**config.mk**
```make
export PLATFORM = sky130hd
export DESIGN_NAME = lorenz_euler_step_flat
export DESIGN_NICKNAME = d
export VERILOG_FILES = /design/src/rtl/leu_pkg.sv /design/src/rtl/leu_if.sv /design/src/rtl/leu_cfg.sv /design/src/rtl/leu_mul.sv /design/src/rtl/leu_core.sv /design/src/rtl/lorenz_euler_step.sv /design/src/flat_wrapper.sv
export SDC_FILE = /design/constraint.sdc
export NUM_CORES = 2
export LEC_CHECK = 0
export ABC_AREA = 1
export BUFFER_PORTS_ARGS = -buffer_cell sky130_fd_sc_hd__buf_2
export CAP_MARGIN = 20
export CORE_MARGIN = 2
export CORE_UTILIZATION = 25
export CTS_CLUSTER_DIAMETER = 40
export DETAILED_ROUTE_END_ITERATION = 8
export REMOVE_ABC_BUFFERS = 1
export SLEW_MARGIN = 20
export SYNTH_ARGS = -nofsm -noshare
export SYNTH_HDL_FRONTEND = slang
export SYNTH_SLANG_ARGS = --single-unit
```
**constraint.sdc**
```tcl
create_clock -name i_clk -period 22 [get_ports i_clk]
set_input_delay 3.3 -clock i_clk [delete_from_list [all_inputs] [get_ports i_clk]]
set_output_delay 3.3 -clock i_clk [all_outputs]
set_load 0.01 [all_outputs]
```
**src/rtl/leu_pkg.sv**
```systemverilog
// shared types and constants for the lorenz euler step block
// coefficient register layout, register indexes, item kinds and datapath widths
// no dependencies
package leu_pkg;

    localparam int COORD_W = 32;
    localparam int MUL_W   = 33;
    localparam int PROD_W  = 2 * MUL_W;
    localparam int DIFF_W  = 50;
    localparam int WIDE_W  = 51;
    localparam int K_W     = 23;
    localparam int FRAC_W  = 16;

    localparam int COEF_A_W = 22;
    localparam int COEF_B_W = 21;
    localparam int COEF_C_W = 21;
    localparam int DT_W     = 16;

    localparam int APB_AW = 4;
    localparam int APB_DW = 32;

    localparam logic signed [COEF_A_W-1:0] COEF_A_RST = 22'sd774701;
    localparam logic [COEF_B_W-1:0]        COEF_B_RST = 21'd1143603;
    localparam logic [COEF_C_W-1:0]        COEF_C_RST = 21'd163578;
    localparam logic [DT_W-1:0]            DT_RST     = 16'd2359;

    localparam logic [1:0] REG_COEF_A    = 2'd0;
    localparam logic [1:0] REG_COEF_B    = 2'd1;
    localparam logic [1:0] REG_COEF_C    = 2'd2;
    localparam logic [1:0] REG_TIME_STEP = 2'd3;

    localparam logic KIND_STEP = 1'b0;
    localparam logic KIND_LOAD = 1'b1;

    typedef struct packed {
        logic signed [COEF_A_W-1:0] coef_a;
        logic [COEF_B_W-1:0]        coef_b;
        logic [COEF_C_W-1:0]        coef_c;
        logic [DT_W-1:0]            time_step;
    } t_coefs;

endpackage

```
**src/rtl/leu_if.sv**
```systemverilog
// valid/ready stream interfaces for step items and result items
// depends on leu_pkg
interface leu_in_if import leu_pkg::*; ();
    logic                      valid;
    logic                      ready;
    logic                      kind;
    logic signed [COORD_W-1:0] seed_x;
    logic signed [COORD_W-1:0] seed_y;
    logic signed [COORD_W-1:0] seed_z;

    modport source (output valid, kind, seed_x, seed_y, seed_z, input ready);
    modport sink   (input valid, kind, seed_x, seed_y, seed_z, output ready);
endinterface

interface leu_out_if import leu_pkg::*; ();
    logic                      valid;
    logic                      ready;
    logic signed [COORD_W-1:0] out_x;
    logic signed [COORD_W-1:0] out_y;
    logic signed [COORD_W-1:0] out_z;
    logic                      saturated;

    modport source (output valid, out_x, out_y, out_z, saturated, input ready);
    modport sink   (input valid, out_x, out_y, out_z, saturated, output ready);
endinterface

```
**src/rtl/leu_cfg.sv**
```systemverilog
// apb coefficient register file: sigma, rho, beta and time step
// depends on leu_pkg
module leu_cfg import leu_pkg::*; (
    input  logic              i_clk,
    input  logic              i_rst_n,
    input  logic              psel,
    input  logic              penable,
    input  logic              pwrite,
    input  logic [APB_AW-1:0] paddr,
    input  logic [APB_DW-1:0] pwdata,
    output logic [APB_DW-1:0] prdata,
    output logic              pready,
    output t_coefs            o_coefs
);

    t_coefs     r_coefs;
    logic       wr_en;
    logic [1:0] reg_idx;

    assign pready  = 1'b1;
    assign wr_en   = psel && penable && pwrite;
    assign reg_idx = paddr[APB_AW-1:2];
    assign o_coefs = r_coefs;

    always_ff @(posedge i_clk) begin
        if (!i_rst_n) begin
            r_coefs.coef_a    <= COEF_A_RST;
            r_coefs.coef_b    <= COEF_B_RST;
            r_coefs.coef_c    <= COEF_C_RST;
            r_coefs.time_step <= DT_RST;
        end else if (wr_en) begin
            unique case (reg_idx)
                REG_COEF_A:    r_coefs.coef_a    <= $signed(pwdata[COEF_A_W-1:0]);
                REG_COEF_B:    r_coefs.coef_b    <= pwdata[COEF_B_W-1:0];
                REG_COEF_C:    r_coefs.coef_c    <= pwdata[COEF_C_W-1:0];
                REG_TIME_STEP: r_coefs.time_step <= pwdata[DT_W-1:0];
                default: ;
            endcase
        end
    end

    always_comb begin
        prdata = '0;
        unique case (reg_idx)
            REG_COEF_A:    prdata = APB_DW'(r_coefs.coef_a);
            REG_COEF_B:    prdata = APB_DW'(r_coefs.coef_b);
            REG_COEF_C:    prdata = APB_DW'(r_coefs.coef_c);
            REG_TIME_STEP: prdata = APB_DW'(r_coefs.time_step);
            default:       prdata = '0;
        endcase
    end

endmodule

```
**src/rtl/leu_mul.sv**
```systemverilog
// shared signed multiplier with registered product
// depends on leu_pkg
module leu_mul import leu_pkg::*; (
    input  logic                     i_clk,
    input  logic signed [MUL_W-1:0]  i_op_a,
    input  logic signed [MUL_W-1:0]  i_op_b,
    output logic signed [PROD_W-1:0] o_prod
);

    logic signed [PROD_W-1:0] r_prod;

    always_ff @(posedge i_clk) begin
        r_prod <= PROD_W'(i_op_a) * PROD_W'(i_op_b);
    end

    assign o_prod = r_prod;

endmodule

```
**src/rtl/leu_core.sv**
```systemverilog
// sequencer and datapath for one euler step over the shared multiplier
// holds the point, intermediates, clamp and the result register
// depends on leu_pkg, leu_mul
module leu_core import leu_pkg::*; (
    input  logic                      i_clk,
    input  logic                      i_rst_n,
    input  t_coefs                    i_coefs,
    input  logic                      i_in_valid,
    output logic                      o_in_ready,
    input  logic                      i_kind,
    input  logic signed [COORD_W-1:0] i_seed_x,
    input  logic signed [COORD_W-1:0] i_seed_y,
    input  logic signed [COORD_W-1:0] i_seed_z,
    output logic                      o_out_valid,
    input  logic                      i_out_ready,
    output logic signed [COORD_W-1:0] o_out_x,
    output logic signed [COORD_W-1:0] o_out_y,
    output logic signed [COORD_W-1:0] o_out_z,
    output logic                      o_saturated
);

    typedef enum logic [3:0] {
        S_IDLE, S_KA, S_PE, S_NX, S_XY, S_YL, S_YH, S_CZ,
        S_ZLO, S_ZHI, S_ZSUM, S_DONE
    } t_state;

    localparam logic signed [WIDE_W-1:0] SAT_MAX = WIDE_W'(33'sh0_7FFF_FFFF);
    localparam logic signed [WIDE_W-1:0] SAT_MIN = WIDE_W'(33'sh1_8000_0000);

    t_state                    r_state;
    logic                      r_ov;
    logic                      r_sat;
    logic                      r_load;
    logic signed [COORD_W-1:0] r_x, r_y, r_z;
    logic signed [MUL_W-1:0]   r_d, r_e;
    logic signed [K_W-1:0]     r_k;
    logic signed [DIFF_W-1:0]  r_p, r_m;
    logic signed [WIDE_W-1:0]  r_lo, r_nx, r_ny, r_nz;

    logic signed [MUL_W-1:0]   mul_a, mul_b;
    logic signed [PROD_W-1:0]  prod;
    logic signed [DIFF_W-1:0]  prod_hi;
    logic signed [WIDE_W-1:0]  prod_lo;
    logic signed [WIDE_W-1:0]  prod_x2;
    logic signed [MUL_W-1:0]   dt_op;
    logic                      in_fire, done_go;
    logic [2:0]                hi_ovf, lo_ovf;

    leu_mul u_mul (
        .i_clk  (i_clk),
        .i_op_a (mul_a),
        .i_op_b (mul_b),
        .o_prod (prod)
    );

    assign prod_hi = $signed(prod[PROD_W-1:FRAC_W]);
    assign prod_lo = $signed({{(WIDE_W-17){1'b0}}, prod[32:FRAC_W]});
    assign prod_x2 = $signed({prod[WIDE_W-2:0], 1'b0});
    assign dt_op   = $signed({{(MUL_W-DT_W){1'b0}}, i_coefs.time_step});

    assign o_in_ready = (r_state == S_IDLE);
    assign in_fire    = i_in_valid && o_in_ready;
    assign done_go    = (r_state == S_DONE) && (!r_ov || i_out_ready);

    always_comb begin
        mul_a = '0;
        mul_b = '0;
        unique case (r_state)
            S_IDLE: begin
                mul_a = dt_op;
                mul_b = MUL_W'(i_coefs.coef_a);
            end
            S_KA: begin
                mul_a = MUL_W'(r_x);
                mul_b = r_e;
            end
            S_PE: begin
                mul_a = MUL_W'(r_k);
                mul_b = r_d;
            end
            S_NX: begin
                mul_a = MUL_W'(r_x);
                mul_b = MUL_W'(r_y);
            end
            S_XY, S_ZLO: begin
                mul_a = dt_op;
                mul_b = $signed({{(MUL_W-17){1'b0}}, r_p[16:0]});
            end
            S_YL, S_ZHI: begin
                mul_a = dt_op;
                mul_b = $signed(r_p[DIFF_W-1:17]);
            end
            S_YH: begin
                mul_a = $signed({{(MUL_W-COEF_C_W){1'b0}}, i_coefs.coef_c});
                mul_b = MUL_W'(r_z);
            end
            default: begin
                mul_a = '0;
                mul_b = '0;
            end
        endcase
    end

    // clamp detection on the new coordinates
    always_comb begin
        hi_ovf[0] = r_nx > SAT_MAX;
        hi_ovf[1] = r_ny > SAT_MAX;
        hi_ovf[2] = r_nz > SAT_MAX;
        lo_ovf[0] = r_nx < SAT_MIN;
        lo_ovf[1] = r_ny < SAT_MIN;
        lo_ovf[2] = r_nz < SAT_MIN;
    end

    always_ff @(posedge i_clk) begin
        if (!i_rst_n) begin
            r_state <= S_IDLE;
            r_ov    <= 1'b0;
            r_sat   <= 1'b0;
            r_load  <= 1'b0;
            r_x     <= '0;
            r_y     <= '0;
            r_z     <= '0;
        end else begin
            if (i_out_ready && !done_go) begin
                r_ov <= 1'b0;
            end
            unique case (r_state)
                S_IDLE: begin
                    if (in_fire) begin
                        r_d    <= MUL_W'(r_y) - MUL_W'(r_x);
                        r_e    <= $signed({{(MUL_W-COEF_B_W){1'b0}}, i_coefs.coef_b})
                                  - MUL_W'(r_z);
                        r_load <= (i_kind == KIND_LOAD);
                        if (i_kind == KIND_LOAD) begin
                            r_nx    <= WIDE_W'(i_seed_x);
                            r_ny    <= WIDE_W'(i_seed_y);
                            r_nz    <= WIDE_W'(i_seed_z);
                            r_state <= S_DONE;
                        end else begin
                            r_state <= S_KA;
                        end
                    end
                end
                S_KA: begin
                    r_k     <= $signed(prod[K_W+FRAC_W-1:FRAC_W]);
                    r_state <= S_PE;
                end
                S_PE: begin
                    r_p     <= prod_hi;
                    r_state <= S_NX;
                end
                S_NX: begin
                    r_nx    <= WIDE_W'(r_x) + WIDE_W'(prod_hi);
                    r_p     <= r_p - DIFF_W'(r_y);
                    r_state <= S_XY;
                end
                S_XY: begin
                    r_m     <= prod_hi;
                    r_state <= S_YL;
                end
                S_YL: begin
                    r_lo    <= WIDE_W'(r_y) + prod_lo;
                    r_state <= S_YH;
                end
                S_YH: begin
                    r_ny    <= r_lo + prod_x2;
                    r_state <= S_CZ;
                end
                S_CZ: begin
                    r_p     <= r_m - prod_hi;
                    r_state <= S_ZLO;
                end
                S_ZLO: begin
                    r_state <= S_ZHI;
                end
                S_ZHI: begin
                    r_lo    <= WIDE_W'(r_z) + prod_lo;
                    r_state <= S_ZSUM;
                end
                S_ZSUM: begin
                    r_nz    <= r_lo + prod_x2;
                    r_state <= S_DONE;
                end
                S_DONE: begin
                    if (done_go) begin
                        r_x     <= hi_ovf[0] ? SAT_MAX[COORD_W-1:0] :
                                   lo_ovf[0] ? SAT_MIN[COORD_W-1:0] : r_nx[COORD_W-1:0];
                        r_y     <= hi_ovf[1] ? SAT_MAX[COORD_W-1:0] :
                                   lo_ovf[1] ? SAT_MIN[COORD_W-1:0] : r_ny[COORD_W-1:0];
                        r_z     <= hi_ovf[2] ? SAT_MAX[COORD_W-1:0] :
                                   lo_ovf[2] ? SAT_MIN[COORD_W-1:0] : r_nz[COORD_W-1:0];
                        r_sat   <= (|hi_ovf) || (|lo_ovf);
                        r_ov    <= 1'b1;
                        r_state <= S_IDLE;
                    end
                end
                default: r_state <= S_IDLE;
            endcase
        end
    end

    assign o_out_valid = r_ov;
    assign o_out_x     = r_x;
    assign o_out_y     = r_y;
    assign o_out_z     = r_z;
    assign o_saturated = r_sat;

`ifndef SYNTHESIS
    a_busy_after_accept: assert property (@(posedge i_clk) disable iff (!i_rst_n)
        in_fire |=> (r_state != S_IDLE))
        else $error("sequencer idle right after an accepted item");

    a_result_from_done: assert property (@(posedge i_clk) disable iff (!i_rst_n)
        $rose(r_ov) |-> $past(r_state == S_DONE))
        else $error("result raised outside the final state");

    a_done_holds: assert property (@(posedge i_clk) disable iff (!i_rst_n)
        (r_state == S_DONE && r_ov && !i_out_ready)
            |=> (r_state == S_DONE && $stable(r_nx) && $stable(r_x)))
        else $error("pending step lost while result slot busy");

    a_load_no_sat: assert property (@(posedge i_clk) disable iff (!i_rst_n)
        (done_go && r_load) |=> !r_sat)
        else $error("saturation flagged on a seed load");
`endif

endmodule

```
**src/rtl/lorenz_euler_step.sv**
```systemverilog
// lorenz euler step: step item to result in nine passes through one
// shared 33x33 multiplier plus clamp, load item straight to the final clamp state
// one item at a time; next item accepted the cycle after the result is stored,
// even while that result still waits for transfer
// synchronous active-low reset: point cleared, coefficients to defaults
module lorenz_euler_step import leu_pkg::*; (
    input  logic              i_clk,
    input  logic              i_rst_n,
    leu_in_if.sink            i_in,
    leu_out_if.source         o_out,
    input  logic              psel,
    input  logic              penable,
    input  logic              pwrite,
    input  logic [APB_AW-1:0] paddr,
    input  logic [APB_DW-1:0] pwdata,
    output logic [APB_DW-1:0] prdata,
    output logic              pready
);

    t_coefs coefs;

    leu_cfg u_cfg (
        .i_clk   (i_clk),
        .i_rst_n (i_rst_n),
        .psel    (psel),
        .penable (penable),
        .pwrite  (pwrite),
        .paddr   (paddr),
        .pwdata  (pwdata),
        .prdata  (prdata),
        .pready  (pready),
        .o_coefs (coefs)
    );

    leu_core u_core (
        .i_clk       (i_clk),
        .i_rst_n     (i_rst_n),
        .i_coefs     (coefs),
        .i_in_valid  (i_in.valid),
        .o_in_ready  (i_in.ready),
        .i_kind      (i_in.kind),
        .i_seed_x    (i_in.seed_x),
        .i_seed_y    (i_in.seed_y),
        .i_seed_z    (i_in.seed_z),
        .o_out_valid (o_out.valid),
        .i_out_ready (o_out.ready),
        .o_out_x     (o_out.out_x),
        .o_out_y     (o_out.out_y),
        .o_out_z     (o_out.out_z),
        .o_saturated (o_out.saturated)
    );

endmodule

```
**src/flat_wrapper.sv**
```systemverilog
// flat-port wrapper written by rule: the top's interface ports become plain ports
module lorenz_euler_step_flat import leu_pkg::*;
  (i_clk, i_rst_n, psel, penable, pwrite, paddr, pwdata, prdata, pready, i_in_valid, i_in_kind, i_in_seed_x, i_in_seed_y, i_in_seed_z, i_in_ready, o_out_valid, o_out_out_x, o_out_out_y, o_out_out_z, o_out_saturated, o_out_ready);
  leu_in_if i_in_i ();
  leu_out_if o_out_i ();
  input  logic i_clk;
  input  logic i_rst_n;
  input  logic psel;
  input  logic penable;
  input  logic pwrite;
  input  logic [APB_AW-1:0] paddr;
  input  logic [APB_DW-1:0] pwdata;
  output logic [APB_DW-1:0] prdata;
  output logic pready;
  input wire logic [$bits(i_in_i.valid)-1:0] i_in_valid;
  input wire logic [$bits(i_in_i.kind)-1:0] i_in_kind;
  input wire logic [$bits(i_in_i.seed_x)-1:0] i_in_seed_x;
  input wire logic [$bits(i_in_i.seed_y)-1:0] i_in_seed_y;
  input wire logic [$bits(i_in_i.seed_z)-1:0] i_in_seed_z;
  output wire logic [$bits(i_in_i.ready)-1:0] i_in_ready;
  output wire logic [$bits(o_out_i.valid)-1:0] o_out_valid;
  output wire logic [$bits(o_out_i.out_x)-1:0] o_out_out_x;
  output wire logic [$bits(o_out_i.out_y)-1:0] o_out_out_y;
  output wire logic [$bits(o_out_i.out_z)-1:0] o_out_out_z;
  output wire logic [$bits(o_out_i.saturated)-1:0] o_out_saturated;
  input wire logic [$bits(o_out_i.ready)-1:0] o_out_ready;
  assign i_in_i.valid = i_in_valid;
  assign i_in_i.kind = i_in_kind;
  assign i_in_i.seed_x = i_in_seed_x;
  assign i_in_i.seed_y = i_in_seed_y;
  assign i_in_i.seed_z = i_in_seed_z;
  assign i_in_ready = i_in_i.ready;
  assign o_out_valid = o_out_i.valid;
  assign o_out_out_x = o_out_i.out_x;
  assign o_out_out_y = o_out_i.out_y;
  assign o_out_out_z = o_out_i.out_z;
  assign o_out_saturated = o_out_i.saturated;
  assign o_out_i.ready = o_out_ready;
  lorenz_euler_step u_core (.i_clk(i_clk), .i_rst_n(i_rst_n), .i_in(i_in_i), .o_out(o_out_i), .psel(psel), .penable(penable), .pwrite(pwrite), .paddr(paddr), .pwdata(pwdata), .prdata(prdata), .pready(pready));
endmodule
```
==> run_results.csv <==
group,metric,value,unit
floorplanning,initial_utilization,25.08,%
floorplanning,core-area,336300,um^2
grt,antenna_found_initial,67,
floorplanning,boundaryPins,272,
logic_synthesis,synthCells,11330,
timing,timing.fmax,88.97,MHz
detailed_routing,ant_nets,0,
hold_path,hold_depth,2,
layout,num-nets-final,13320,
grt,grt_usage,22.00,%
logic_synthesis,yosys.area.top_type,"fa_1",
detailed_routing,wirelength,383000,um
critical_path,startpoint_type,"flop",
grt,use_met3,5.760,%
timing,fin_worst_skew,0.1198,ns
grt,grt_pass1_vias,75220,
critical_path,critPathRequiredTime,22.53,ns
critical_path,max_stage_delay,1.05,ns
floorplanning,die_w,584.9,um
job,max-cap-violations,0,
clock_network,clockBufferDepth,3,
clock_network,cts_root_buf,"clkbuf_16",
logic_synthesis,ys_seq_area_share,19.24,%
layout,instances_no_fill,16240,
grt,grt_max_degree,75,
logic_synthesis,yosysWarnings,0,
grt,grtUsageMet1,27.50,%
clock_network,cts-resized-gates,0,
detailed_routing,drt_first_pass_iters,8,
timing,tightestPinTransition,1.300,ns
logic_synthesis,synthArstFlopShare,0,%
clock_network,clk_pin_slew,0.06,ns
critical_path,ff2ff_path_depth,33,
critical_path,worst_path_max_delay_cell,"a221oi_1",
grt,grt_pass1_wl,538700,um
timing,finalSetupViolations,0,
grt,globalRouteOverflowTotal,0,
timing,hold_viol,0,
floorplanning,dieArea,342100,um^2
timing,hold_ws,0.4839,ns
placed_design,io_buffers,258,
logic_synthesis,syn_avg_cell_area,7.447,um^2
clock_network,ctsHtreeMaxLevel,3,
detailed_routing,drc,0,
logic_synthesis,synth_edf_count,375,
layout,drive_above_1_share,7.195,%
logic_synthesis,ys.flop_type,"edfxtp_1",
clock_network,numCtsBuffers,116,
layout,multiInputGateArea,57920,um^2
placed_design,place_congestion,1.039,
grt,busiest_layer,"met2",
clock_network,clkLatencyLatePin,0.80,ns
logic_synthesis,post-synth-top-count-cell,"nand2_1",
timing,slew_headroom,13.21,%
grt,grt_use_met2,33.79,%
logic_synthesis,synthTopCellsByCount,"3119 x nand2_1, 2275 x inv_1, 1129 x fa_1",
detailed_routing,wire_per_inst,23.59,um
placed_design,post-dp-hpwl,313000,um
detailed_routing,drtIter0Drc,8381,
layout,seqCellArea,16230,um^2
clock_network,cts.sinks,623,
logic_synthesis,synth_cell_types,56,
layout,fill_cells,37160,
detailed_routing,vias,78390,
critical_path,cp.arrival,11.77,ns
logic_synthesis,ys_ff_latch,623,
logic_synthesis,synth_top_area_share,26.80,%
critical_path,crit_path_end_kind,"flop",
logic_synthesis,netlist_area,84350,um^2
detailed_routing,viasPerCell,4.828,
critical_path,critPathMaxFanout,52,
timing,fin_ws,10.76,ns
timing,drv_slew,0,
layout,area_growth,13.06,%
hold_path,holdCritPathClass,"flop to flop",
timing,fin_tns_setup,0,ns
placed_design,place_ws,11.04,ns
logic_synthesis,synthTopCellsByArea,"fa_1 27%, nand2_1 14%, edfxtp_1 13%, inv_1 10%, ha_1 7.2%",
run_status,status,"complete, no violations",
clock_network,post_cts_buffers,0,
critical_path,cpMostUsedCell,"fa_1",
timing,fin_crit_sh,51.09,%
critical_path,ff2ff_setup_slack,10.76,ns
clock_network,cts_tree,"yes",
timing,rsz0062_at_grt,"no",
critical_path,crit_type,"flop to flop",
placed_design,dp.cells,15970,
clock_network,cts_hold_buf,0,
timing,period_minus_slack,11.24,ns
floorplanning,fp.dieH,584.9,um
floorplanning,num_rows,213,
[stage by stage]
step / cell area (um^2) / utilization (%)
final: 95360 / 28.35
after global routing: 95300 / 28.34
after CTS: 95250 / 28.32
after detailed placement: 91270 / 27.14
after global placement: 91260 / 27.13
after floorplan: 82700 / -
[routing by layer]
layer	wire [um]	part of all wire, %	vias up
met5	138	0.036	-
met4	26420	6.9	22
met3	37940	9.9	777
met2	168500	44	3612
met1	150100	39	38530
li1	-	-	35450
[registers in the layout, summed over array words and instances (netlist names)]
register	flops
u_core.u_core.r_e	33
u_core.u_core.o_saturated	1
u_core.u_core.o_out_valid	1
u_core.u_core.o_out_y	32
u_core.u_core.r_nx	51
u_core.u_cfg.o_coefs	80
u_core.u_core.r_p	50
u_core.u_core.r_d	33
u_core.u_core.o_out_z	32
u_core.u_core.r_lo	33
u_core.u_core.r_state	4
u_core.u_core.u_mul.o_prod	66
u_core.u_core.r_m	50
u_core.u_core.r_ny	51
u_core.u_core.r_k	23
u_core.u_core.r_nz	51
u_core.u_core.o_out_x	32
[logic make-up after synthesis]
group                    count (synthesis)  share of synthesized area (%)
flip-flops                             623                          19.24
adder cells (fa/ha/maj)               1613                          33.98
AND/OR/NAND/NOR                       5071                          24.62
other                                    1                       0.004446
buffers and inverters                 2649                          12.31
XOR/XNOR                               173                          1.796
AO/OA/AOI/OAI                         1197                          8.064
[cell type report]
class / count / area share [%]
Clock inverter: 73 / 0.8187
Sequential cell: 623 / 17.01
Inverter: 2326 / 9.161
Tap cell: 4515 / 5.924
Clock buffer: 148 / 3.354
Multi-Input combinational cell: 8055 / 60.74
Timing Repair Buffer: 449 / 2.864
Antenna cell: 47 / 0.1233
[path summary, 6_finish.rpt]
check,startpoint,endpoint
setup / recovery,u_core.u_core.r_state[3]$_SDFFE_PN0P_,u_core.u_core.u_mul.o_prod[62]$_DFF_P_
hold / removal,u_core.u_cfg.o_coefs[30]$_SDFFE_PN1P_,u_core.u_cfg.o_coefs[30]$_SDFFE_PN1P_
setup reg to reg,u_core.u_core.r_state[3]$_SDFFE_PN0P_,u_core.u_core.u_mul.o_prod[62]$_DFF_P_
hold reg to reg,u_core.u_cfg.o_coefs[30]$_SDFFE_PN1P_,u_core.u_cfg.o_coefs[30]$_SDFFE_PN1P_
[cell usage in the layout, fill, tap and decap left out, drive strengths merged, types with 7 or more instances in the layout]
| cell type | count |
|---|---|
| inv | 2334 |
| o21bai | 40 |
| o211ai | 26 |
| dfxtp | 248 |
| buf | 449 |
| edfxtp | 375 |
| clkinv | 49 |
| nand3b | 29 |
| clkbuf | 148 |
| nor3 | 95 |
| nor4 | 31 |
| a21boi | 12 |
| nand3 | 547 |
| xnor2 | 65 |
| fa | 1129 |
| ha | 484 |
| a21o | 27 |
| o22ai | 21 |
| or2 | 58 |
| nand4 | 119 |
| clkinvlp | 12 |
| nor2 | 1045 |
| a31oi | 29 |
| o21a | 7 |
| a22o | 29 |
| nand2 | 3130 |
| a21oi | 510 |
| diode | 47 |
| and2 | 12 |
| xor2 | 108 |
| a221oi | 33 |
| o21ai | 450 |
[critical path: cells and delay by family (launching register included)]
family | cells | cell delay, ns
AOI/OAI and AO/OA | 1 | 1.05
adders and majority gates | 9 | 4.78
buffers and inverters | 11 | 2.86
DFF | 1 | 0.41
and+or+nand+nor | 12 | 1.84
Power is not shown: default switching activity piles up to over one toggle a cycle in this logic, so the estimate is an artifact.
